--- src/md5_pkg.sv ---
package md5_pkg;

  typedef enum logic [2:0] {
    ST_IDLE,
    ST_FIN,
    ST_LEN,
    ST_COMP,
    ST_FOLD,
    ST_EMIT
  } state_t;

  // where the sequencer goes once a compression has been folded in
  typedef enum logic [1:0] {
    PH_IDLE,
    PH_FIN,
    PH_LEN,
    PH_OUT
  } phase_t;

  localparam logic [31:0] H0_INIT = 32'h67452301;
  localparam logic [31:0] H1_INIT = 32'hefcdab89;
  localparam logic [31:0] H2_INIT = 32'h98badcfe;
  localparam logic [31:0] H3_INIT = 32'h10325476;
  localparam logic [7:0]  PAD_BYTE = 8'h80;
  localparam logic [5:0]  LEN_POS = 6'd56;

  function automatic logic [31:0] round_k(input logic [5:0] r);
    logic [31:0] k;
    unique case (r)
      6'd0:  k = 32'hd76aa478;  6'd1:  k = 32'he8c7b756;
      6'd2:  k = 32'h242070db;  6'd3:  k = 32'hc1bdceee;
      6'd4:  k = 32'hf57c0faf;  6'd5:  k = 32'h4787c62a;
      6'd6:  k = 32'ha8304613;  6'd7:  k = 32'hfd469501;
      6'd8:  k = 32'h698098d8;  6'd9:  k = 32'h8b44f7af;
      6'd10: k = 32'hffff5bb1;  6'd11: k = 32'h895cd7be;
      6'd12: k = 32'h6b901122;  6'd13: k = 32'hfd987193;
      6'd14: k = 32'ha679438e;  6'd15: k = 32'h49b40821;
      6'd16: k = 32'hf61e2562;  6'd17: k = 32'hc040b340;
      6'd18: k = 32'h265e5a51;  6'd19: k = 32'he9b6c7aa;
      6'd20: k = 32'hd62f105d;  6'd21: k = 32'h02441453;
      6'd22: k = 32'hd8a1e681;  6'd23: k = 32'he7d3fbc8;
      6'd24: k = 32'h21e1cde6;  6'd25: k = 32'hc33707d6;
      6'd26: k = 32'hf4d50d87;  6'd27: k = 32'h455a14ed;
      6'd28: k = 32'ha9e3e905;  6'd29: k = 32'hfcefa3f8;
      6'd30: k = 32'h676f02d9;  6'd31: k = 32'h8d2a4c8a;
      6'd32: k = 32'hfffa3942;  6'd33: k = 32'h8771f681;
      6'd34: k = 32'h6d9d6122;  6'd35: k = 32'hfde5380c;
      6'd36: k = 32'ha4beea44;  6'd37: k = 32'h4bdecfa9;
      6'd38: k = 32'hf6bb4b60;  6'd39: k = 32'hbebfbc70;
      6'd40: k = 32'h289b7ec6;  6'd41: k = 32'heaa127fa;
      6'd42: k = 32'hd4ef3085;  6'd43: k = 32'h04881d05;
      6'd44: k = 32'hd9d4d039;  6'd45: k = 32'he6db99e5;
      6'd46: k = 32'h1fa27cf8;  6'd47: k = 32'hc4ac5665;
      6'd48: k = 32'hf4292244;  6'd49: k = 32'h432aff97;
      6'd50: k = 32'hab9423a7;  6'd51: k = 32'hfc93a039;
      6'd52: k = 32'h655b59c3;  6'd53: k = 32'h8f0ccc92;
      6'd54: k = 32'hffeff47d;  6'd55: k = 32'h85845dd1;
      6'd56: k = 32'h6fa87e4f;  6'd57: k = 32'hfe2ce6e0;
      6'd58: k = 32'ha3014314;  6'd59: k = 32'h4e0811a1;
      6'd60: k = 32'hf7537e82;  6'd61: k = 32'hbd3af235;
      6'd62: k = 32'h2ad7d2bb;  6'd63: k = 32'heb86d391;
      default: k = 32'h0;
    endcase
    return k;
  endfunction

  function automatic logic [4:0] rot_amt(input logic [3:0] idx);
    logic [4:0] s;
    unique case (idx)
      4'd0:  s = 5'd7;   4'd1:  s = 5'd12;  4'd2:  s = 5'd17;  4'd3:  s = 5'd22;
      4'd4:  s = 5'd5;   4'd5:  s = 5'd9;   4'd6:  s = 5'd14;  4'd7:  s = 5'd20;
      4'd8:  s = 5'd4;   4'd9:  s = 5'd11;  4'd10: s = 5'd16;  4'd11: s = 5'd23;
      4'd12: s = 5'd6;   4'd13: s = 5'd10;  4'd14: s = 5'd15;  4'd15: s = 5'd21;
      default: s = 5'd7;
    endcase
    return s;
  endfunction

  // s is never zero here
  function automatic logic [31:0] rotl32(input logic [31:0] x, input logic [4:0] s);
    return (x << s) | (x >> (6'd32 - {1'b0, s}));
  endfunction

endpackage

--- src/md5_in_if.sv ---
interface md5_in_if;
  import md5_pkg::*;
  logic       valid;
  logic       ready;
  logic [7:0] data_byte;
  logic       last_byte;
  logic       empty_message;

  modport source(output valid, data_byte, last_byte, empty_message, input ready);
  modport sink(input valid, data_byte, last_byte, empty_message, output ready);
endinterface

--- src/md5_out_if.sv ---
interface md5_out_if;
  import md5_pkg::*;
  logic        valid;
  logic        ready;
  logic [31:0] digest_word;
  logic [1:0]  word_index;
  logic        last_word;

  modport source(output valid, digest_word, word_index, last_word, input ready);
  modport sink(input valid, digest_word, word_index, last_word, output ready);
endinterface

--- src/md5_digest.sv ---
// channel   dir  payload                                   handshake
// msg_in    in   data_byte[7:0] last_byte empty_message    valid/ready
// dig_out   out  digest_word[31:0] word_index[1:0] last_word valid/ready
//
// Bytes are taken while idle; every 64th byte starts a compression of
// 64 rounds plus a fold step, done by a single round unit. Message end
// costs a padding step and a compression, plus a length step and a
// second compression when the padding reaches past byte 55, then four
// output items.
// Reset (rst, synchronous) loads the initial chaining values and a zero count.
// msg_in is not ready while compressing or emitting; dig_out stalls hold the word.
module md5_digest
  import md5_pkg::*;
(
  input  logic clk,
  input  logic rst,
  md5_in_if.sink    msg_in,
  md5_out_if.source dig_out
);

  state_t state, state_next;
  phase_t phase;

  logic [31:0] chain [4];
  logic [31:0] msg [16];
  logic [60:0] byte_count;
  logic [5:0]  rnd;
  logic [1:0]  idx;
  logic [31:0] a, b, c, d;

  logic        in_acc, out_acc;
  logic [5:0]  pos;
  logic [3:0]  wi;
  logic [1:0]  lane;
  logic [63:0] bit_len;
  logic        blk_full;

  logic [31:0] f;
  logic [3:0]  g;
  logic [31:0] sum;

  assign in_acc  = msg_in.valid && msg_in.ready;
  assign out_acc = dig_out.valid && dig_out.ready;
  assign pos     = byte_count[5:0];
  assign wi      = pos[5:2];
  assign lane    = pos[1:0];
  assign bit_len = {byte_count, 3'b000};
  assign blk_full = (pos == 6'd63);

  always_ff @(posedge clk) begin
    if (rst) begin
      state <= ST_IDLE;
    end else begin
      state <= state_next;
    end
  end

  always_comb begin
    state_next = state;
    msg_in.ready  = 1'b0;
    dig_out.valid = 1'b0;
    unique case (state)
      ST_IDLE: begin
        msg_in.ready = 1'b1;
        if (msg_in.valid) begin
          if (msg_in.empty_message) begin
            state_next = ST_FIN;
          end else if (blk_full) begin
            state_next = ST_COMP;
          end else if (msg_in.last_byte) begin
            state_next = ST_FIN;
          end
        end
      end
      ST_FIN:  state_next = ST_COMP;
      ST_LEN:  state_next = ST_COMP;
      ST_COMP: begin
        if (rnd == 6'd63) state_next = ST_FOLD;
      end
      ST_FOLD: begin
        unique case (phase)
          PH_IDLE: state_next = ST_IDLE;
          PH_FIN:  state_next = ST_FIN;
          PH_LEN:  state_next = ST_LEN;
          PH_OUT:  state_next = ST_EMIT;
          default: state_next = ST_IDLE;
        endcase
      end
      ST_EMIT: begin
        dig_out.valid = 1'b1;
        if (dig_out.ready && idx == 2'd3) state_next = ST_IDLE;
      end
      default: state_next = ST_IDLE;
    endcase
  end

  assign dig_out.digest_word = chain[idx];
  assign dig_out.word_index  = idx;
  assign dig_out.last_word   = (idx == 2'd3);

  // round unit
  always_comb begin
    unique case (rnd[5:4])
      2'd0: begin
        f = (b & c) | (~b & d);
        g = rnd[3:0];
      end
      2'd1: begin
        f = (d & b) | (~d & c);
        g = 4'((rnd[3:0] * 4'd5) + 4'd1);
      end
      2'd2: begin
        f = b ^ c ^ d;
        g = 4'((rnd[3:0] * 4'd3) + 4'd5);
      end
      default: begin
        f = c ^ (b | ~d);
        g = 4'(rnd[3:0] * 4'd7);
      end
    endcase
    sum = f + a + round_k(rnd) + msg[g];
  end

  // control counters and chaining state
  always_ff @(posedge clk) begin
    if (rst) begin
      byte_count <= '0;
      rnd        <= '0;
      idx        <= '0;
      phase      <= PH_IDLE;
      chain[0]   <= H0_INIT;
      chain[1]   <= H1_INIT;
      chain[2]   <= H2_INIT;
      chain[3]   <= H3_INIT;
    end else begin
      unique case (state)
        ST_IDLE: begin
          if (in_acc && !msg_in.empty_message) begin
            byte_count <= byte_count + 61'd1;
            phase <= msg_in.last_byte ? PH_FIN : PH_IDLE;
          end
          rnd <= '0;
        end
        ST_FIN: begin
          phase <= (pos < LEN_POS) ? PH_OUT : PH_LEN;
          rnd <= '0;
        end
        ST_LEN: begin
          phase <= PH_OUT;
          rnd <= '0;
        end
        ST_COMP: rnd <= rnd + 6'd1;
        ST_FOLD: begin
          chain[0] <= chain[0] + a;
          chain[1] <= chain[1] + b;
          chain[2] <= chain[2] + c;
          chain[3] <= chain[3] + d;
          idx <= '0;
        end
        ST_EMIT: begin
          if (out_acc) begin
            idx <= idx + 2'd1;
            if (idx == 2'd3) begin
              chain[0]   <= H0_INIT;
              chain[1]   <= H1_INIT;
              chain[2]   <= H2_INIT;
              chain[3]   <= H3_INIT;
              byte_count <= '0;
            end
          end
        end
        default: ;
      endcase
    end
  end

  // working variables
  always_ff @(posedge clk) begin
    if (state == ST_COMP) begin
      a <= d;
      d <= c;
      c <= b;
      b <= b + rotl32(sum, rot_amt({rnd[5:4], rnd[1:0]}));
    end else begin
      a <= chain[0];
      b <= chain[1];
      c <= chain[2];
      d <= chain[3];
    end
  end

  // message block
  always_ff @(posedge clk) begin
    for (int i = 0; i < 16; i++) begin
      if (state == ST_IDLE && in_acc && !msg_in.empty_message && 4'(i) == wi) begin
        for (int l = 0; l < 4; l++) begin
          if (2'(l) == lane) msg[i][8*l +: 8] <= msg_in.data_byte;
        end
      end else if (state == ST_FIN) begin
        if (4'(i) == wi) begin
          for (int l = 0; l < 4; l++) begin
            if (2'(l) == lane) begin
              msg[i][8*l +: 8] <= PAD_BYTE;
            end else if (2'(l) > lane) begin
              msg[i][8*l +: 8] <= 8'h00;
            end
          end
        end else if (4'(i) > wi) begin
          if (pos < LEN_POS && i == 14) begin
            msg[i] <= bit_len[31:0];
          end else if (pos < LEN_POS && i == 15) begin
            msg[i] <= bit_len[63:32];
          end else begin
            msg[i] <= '0;
          end
        end
      end else if (state == ST_LEN) begin
        if (i == 14) begin
          msg[i] <= bit_len[31:0];
        end else if (i == 15) begin
          msg[i] <= bit_len[63:32];
        end else begin
          msg[i] <= '0;
        end
      end
    end
  end

  a_no_overlap: assert property (@(posedge clk) disable iff (rst)
    !(msg_in.ready && dig_out.valid))
    else $error("input taken while digest pending");

  a_fold_after_rounds: assert property (@(posedge clk) disable iff (rst)
    (state == ST_FOLD) |-> ($past(state) == ST_COMP && $past(rnd) == 6'd63))
    else $error("fold without 64 rounds");

  a_restart: assert property (@(posedge clk) disable iff (rst)
    (out_acc && dig_out.last_word) |=> (byte_count == '0 && msg_in.ready))
    else $error("no restart after digest");

  a_last_idx: assert property (@(posedge clk) disable iff (rst)
    (dig_out.valid && dig_out.last_word) |-> (dig_out.word_index == 2'd3))
    else $error("last word flag misplaced");

endmodule
--- src/flat_wrapper.sv ---
// flat-port wrapper written by rule: the top's interface ports become plain ports
module md5_digest_flat import md5_pkg::*;
  (clk, rst, msg_in_valid, msg_in_data_byte, msg_in_last_byte, msg_in_empty_message, msg_in_ready, dig_out_valid, dig_out_digest_word, dig_out_word_index, dig_out_last_word, dig_out_ready);
  md5_in_if msg_in_i ();
  md5_out_if dig_out_i ();
  input  logic clk;
  input  logic rst;
  input wire logic [$bits(msg_in_i.valid)-1:0] msg_in_valid;
  input wire logic [$bits(msg_in_i.data_byte)-1:0] msg_in_data_byte;
  input wire logic [$bits(msg_in_i.last_byte)-1:0] msg_in_last_byte;
  input wire logic [$bits(msg_in_i.empty_message)-1:0] msg_in_empty_message;
  output wire logic [$bits(msg_in_i.ready)-1:0] msg_in_ready;
  output wire logic [$bits(dig_out_i.valid)-1:0] dig_out_valid;
  output wire logic [$bits(dig_out_i.digest_word)-1:0] dig_out_digest_word;
  output wire logic [$bits(dig_out_i.word_index)-1:0] dig_out_word_index;
  output wire logic [$bits(dig_out_i.last_word)-1:0] dig_out_last_word;
  input wire logic [$bits(dig_out_i.ready)-1:0] dig_out_ready;
  assign msg_in_i.valid = msg_in_valid;
  assign msg_in_i.data_byte = msg_in_data_byte;
  assign msg_in_i.last_byte = msg_in_last_byte;
  assign msg_in_i.empty_message = msg_in_empty_message;
  assign msg_in_ready = msg_in_i.ready;
  assign dig_out_valid = dig_out_i.valid;
  assign dig_out_digest_word = dig_out_i.digest_word;
  assign dig_out_word_index = dig_out_i.word_index;
  assign dig_out_last_word = dig_out_i.last_word;
  assign dig_out_i.ready = dig_out_ready;
  md5_digest u_core (.clk(clk), .rst(rst), .msg_in(msg_in_i), .dig_out(dig_out_i));
endmodule
--- config.mk ---
export PLATFORM = sky130hd
export DESIGN_NAME = md5_digest_flat
export DESIGN_NICKNAME = d
export VERILOG_FILES = /design/src/md5_pkg.sv /design/src/md5_in_if.sv /design/src/md5_out_if.sv /design/src/md5_digest.sv /design/src/flat_wrapper.sv
export SDC_FILE = /design/constraint.sdc
export NUM_CORES = 2
export LEC_CHECK = 0
export BUFFER_PORTS_ARGS = -buffer_cell sky130_fd_sc_hd__buf_2
export CORE_MARGIN = 8
export CORE_UTILIZATION = 60
export CTS_CLUSTER_SIZE = 30
export DETAILED_ROUTE_END_ITERATION = 8
export GPL_TIMING_DRIVEN = 0
export PLACE_DENSITY = 0.76
export SETUP_SLACK_MARGIN = 0.3
export SYNTH_ARGS = -nofsm -noshare
export SYNTH_HDL_FRONTEND = slang
export SYNTH_SLANG_ARGS = --single-unit
--- constraint.sdc ---
create_clock -name clk -period 12.25 [get_ports clk]
set_clock_uncertainty 0.1 [all_clocks]
set_input_delay 1.8375 -clock clk [delete_from_list [all_inputs] [get_ports clk]]
set_output_delay 1.8375 -clock clk [all_outputs]
set_load 0.05 [all_outputs]
==> metrics.txt <==
switching fraction of total power=a little over two fifths; Slew headroom=-1.042%; clk slew on worst S/H paths=0.07 ns; top-area cell type share of the netlist area=30.03%; vias=around 52,000; synthesized area=about 0.057 mm2; Reg area=between 0.02 and 0.025 mm2; combinational share of power=between 40% and 50%; IO Port Bufs=just under 50; Tot Pwr=13,440 uW; worst hold path depth=2; pin count of the biggest net entering global routing=31; Power Density=214.0 mW/mm2; failing checks=max-capacitance violations, max-slew violations; Max Cap Viol=2; DP Area=roughly 0.059 mm2; Net Count, Synth=approximately 6,200; std cell rows=roughly 110; Fin. Hold Viols=0; Most common cell on crit path=inv_1; top-count cell post-synth=nand2_1; Tmin final=11.86 ns; CTS sink count=881; final core utilization=between 60 and 70%; total CTS buffers=approximately 90; Die Y=approximately 320 um; routed vias/inst=7.003; Worst R2R Start=u_core.rnd[0]$_SDFFE_PP0N_; Worst setup SP type=register; Seq pwr share=28.6%; worst-path fanout max=10; I/O pin cnt=51; FF-to-FF path depth=42; reg2reg setup slack=between 0.3 and 0.4 ns; DRC viols=0; Synth warnings=0; vias in the first global route=about 50,000; outcome=finished with violations; DR iter-0 viols=between 8,000 and 9,000; Post-synth EDFFs=~570; worst r2r dst=u_core.b[28]$_DFF_P_; FMAX=84.32 MHz; WP data arrival=12.30 ns; Worst Setup Path Type=reg -> reg; pre-CTS setup slack=-2.328 ns; setup_tns=0 ns; overflow left after global routing=0; Final Cell Area=between 0.06 and 0.07 mm2; Slowest cell on crit path=a21oi_1; Max Slew Vio Count=11; Area Growth Syn to Fin=10.43%; final wirelength=237,900 um; leak pwr=~0.024 uW; first-pass GRT wire length=338,600 um; CP required=12.70 ns; die area=roughly 0.10 mm2; top post-synthesis cells by area=edfxtp_1, dfxtp_1, mux4_2; Hold/Removal Path Class=reg -> reg; crit-path max cell delay=~0.64 ns; initial antenna violation count=15; H-tree depth=3; RSZ-0062 raised after global routing=no; Tcrit/Tclk final=96.81%; Worst Min Path Start=u_core.phase[1]$_SDFFE_PP0P_; syn avg cell area=between 9 and 10 um2; Top FF cell, synth=edfxtp_1; fraction of layout cells with a size suffix above 1=10.17%; Max Buffers Root-to-Sink=3; all-layer global routing usage=44.16%; multi-input logic area=0.03194 mm2; Final WS setup=approximately 0.39 ns; Routed Antenna Nets=0; worst skew pair latency=around 0.70 ns; Yosys reg bits=~880; Int Pwr=7613 uW; effective utilization at floorplan=60.24%; Clk network pwr share=a little over a fifth; root buf cell=clkbuf_16; fillers=7,383; crit end category=register; # setup viols final=0; Worst Tran Pin Value=1.510 ns; post-synthesis sequential area ratio=41.01%; Cells after Synth=roughly 5,900; final HPWL from detailed placement=178,300 um; worst vdd ir=about 0.16 mV; Worst Hold End=u_core.phase[1]$_SDFFE_PP0P_; Net Switching=just under 6000 uW; synth unique cells=95; Die Width=323.9 um; Nets=about 6,400; drt first pass iters=7; wire length per cell=approximately 32 um; Synth top cells by count=nand2_1, edfxtp_1, a21oi_1; core area=around 0.094 mm2; routability cong.=1.057; CTS tree=done; CTS Hold Bufs=0; Synth async-reset ratio=0%; Yosys top cell by area=edfxtp_1
-- layout by cell type, fill, tap and decap left out, types with 22 or more instances in the layout --
master,n
nand2_1,752
nand2b_1,33
ha_1,215
nor3_1,71
clkbuf_16,95
or3_1,37
a31oi_1,98
o21a_1,38
o211ai_1,59
mux4_2,180
inv_1,266
o22ai_1,26
nor2b_1,59
dfxtp_1,310
o21ai_0,336
a22o_1,36
a21o_1,75
nor2_1,409
and2_1,346
o21bai_1,24
clkbuf_1,300
a211oi_1,77
and3_1,78
mux2i_1,90
a21oi_1,470
xor2_1,127
nand3_1,148
maj3_1,32
o221a_2,32
nand4_1,27
fa_1,68
edfxtp_1,569
buf_1,38
o21ai_1,22
buf_2,63
xnor2_1,111
-- registers in the layout, summed over array words and instances, names as in the netlist, named ones only --
signal                     cells
u_core.a                      32
u_core.msg                   512
u_core.phase                   2
u_core.chain                 128
u_core.byte_count             61
u_core.b                      32
u_core.dig_out.word_index      2
u_core.d                      32
u_core.rnd                     6
u_core.state                   3
u_core.c                      32
-- how the worst max path moves through the flow --
stage | start | depth (start not counted) | end
6_report | u_core.rnd[0]$_SDFFE_PP0N_ | 42 | u_core.b[28]$_DFF_P_
4_1_cts | u_core.rnd[0]$_SDFFE_PP0N_ | 44 | u_core.b[30]$_DFF_P_
3_5_place_dp | u_core.rnd[0]$_SDFFE_PP0N_ | 44 | u_core.b[31]$_DFF_P_
3_3_place_gp | u_core.rnd[0]$_SDFFE_PP0N_ | 44 | u_core.b[31]$_DFF_P_
5_1_grt | u_core.rnd[0]$_SDFFE_PP0N_ | 43 | u_core.b[28]$_DFF_P_
2_1_floorplan | u_core.rnd[0]$_SDFFE_PP0N_ | 44 | u_core.b[30]$_DFF_P_
-- critical path: cells and delay by family (launching register included) --
kind                       cells  cell delay, ns
AOI/OAI and AO/OA             16            4.55
adders and majority gates      7            2.76
buffers and inverters         11            1.71
muxes                          3            1.19
and+or+nand+nor                3            0.57
xor gates and xnor gates       2            0.44
DFF                            1            0.38
-- power by group through the flow --
| stage | clock network (uW) | registers [uW] | logic, uW |
|---|---|---|---|
| after floorplan | 0 | 3800 | 3930 |
| final | 2880 | 3850 | 6710 |
| after global routing | 2970 | 3860 | 6990 |
| after CTS | 2850 | 3830 | 6170 |
| after detailed placement | 0 | 3890 | 5940 |
| after global placement | 0 | 3870 | 5840 |
-- layer usage --
layer  up-vias  global-route usage, %  routed length, um  share of wire, %
li1      21891                      -                  -                 -
met1     24866                  51.57              78480                33
met2      4225                  67.57             103700                44
met3      1146                  13.85              31710                13
met4        14                  34.47              23910                10
met5         -                      0                 93             0.039
-- through the flow --
step           instances  hold slack, ns
4_1_cts             7429          0.3814
5_1_grt             7439          0.4037
3_5_place_dp        7255          0.3713
3_3_place_gp        7252          0.3649
2_1_floorplan       5938          0.3375
6_report            7446          0.3861
-- what timing repair did --
action,4_1_cts,5_1_grt
resized for setup,139,89
pin swaps,9,20
endpoints found under the setup margin,28,9
setup buffers,4,7
-- cell families (layout without fill, tap and decap cells) --
kind of cell / count (synthesis) / after routing / share of synthesized area (%)
mux: 297 / 297 / 9.226
simple gates: 2024 / 2024 / 16.79
buf+inv: 639 / 873 / 4.258
other cells: 0 / 9 / 0
flops: 881 / 881 / 41.01
compound gates: 1526 / 1526 / 16.95
xor+xnor: 253 / 253 / 3.996
fa+ha+maj: 318 / 318 / 7.763
-- layout make-up --
type | count | area share (%)
diodes | 9 | 0.03585
well taps | 1265 | 2.519
inverters | 274 | 1.639
plain buffers | 365 | 2.400
clock buffers | 124 | 4.053
flip-flops and latches | 881 | 37.14
repair buffers | 64 | 0.6094
clock inverters | 46 | 0.7608
multi-input cells | 4418 | 50.84
Note: power is estimated with default switching activity, not from simulation.
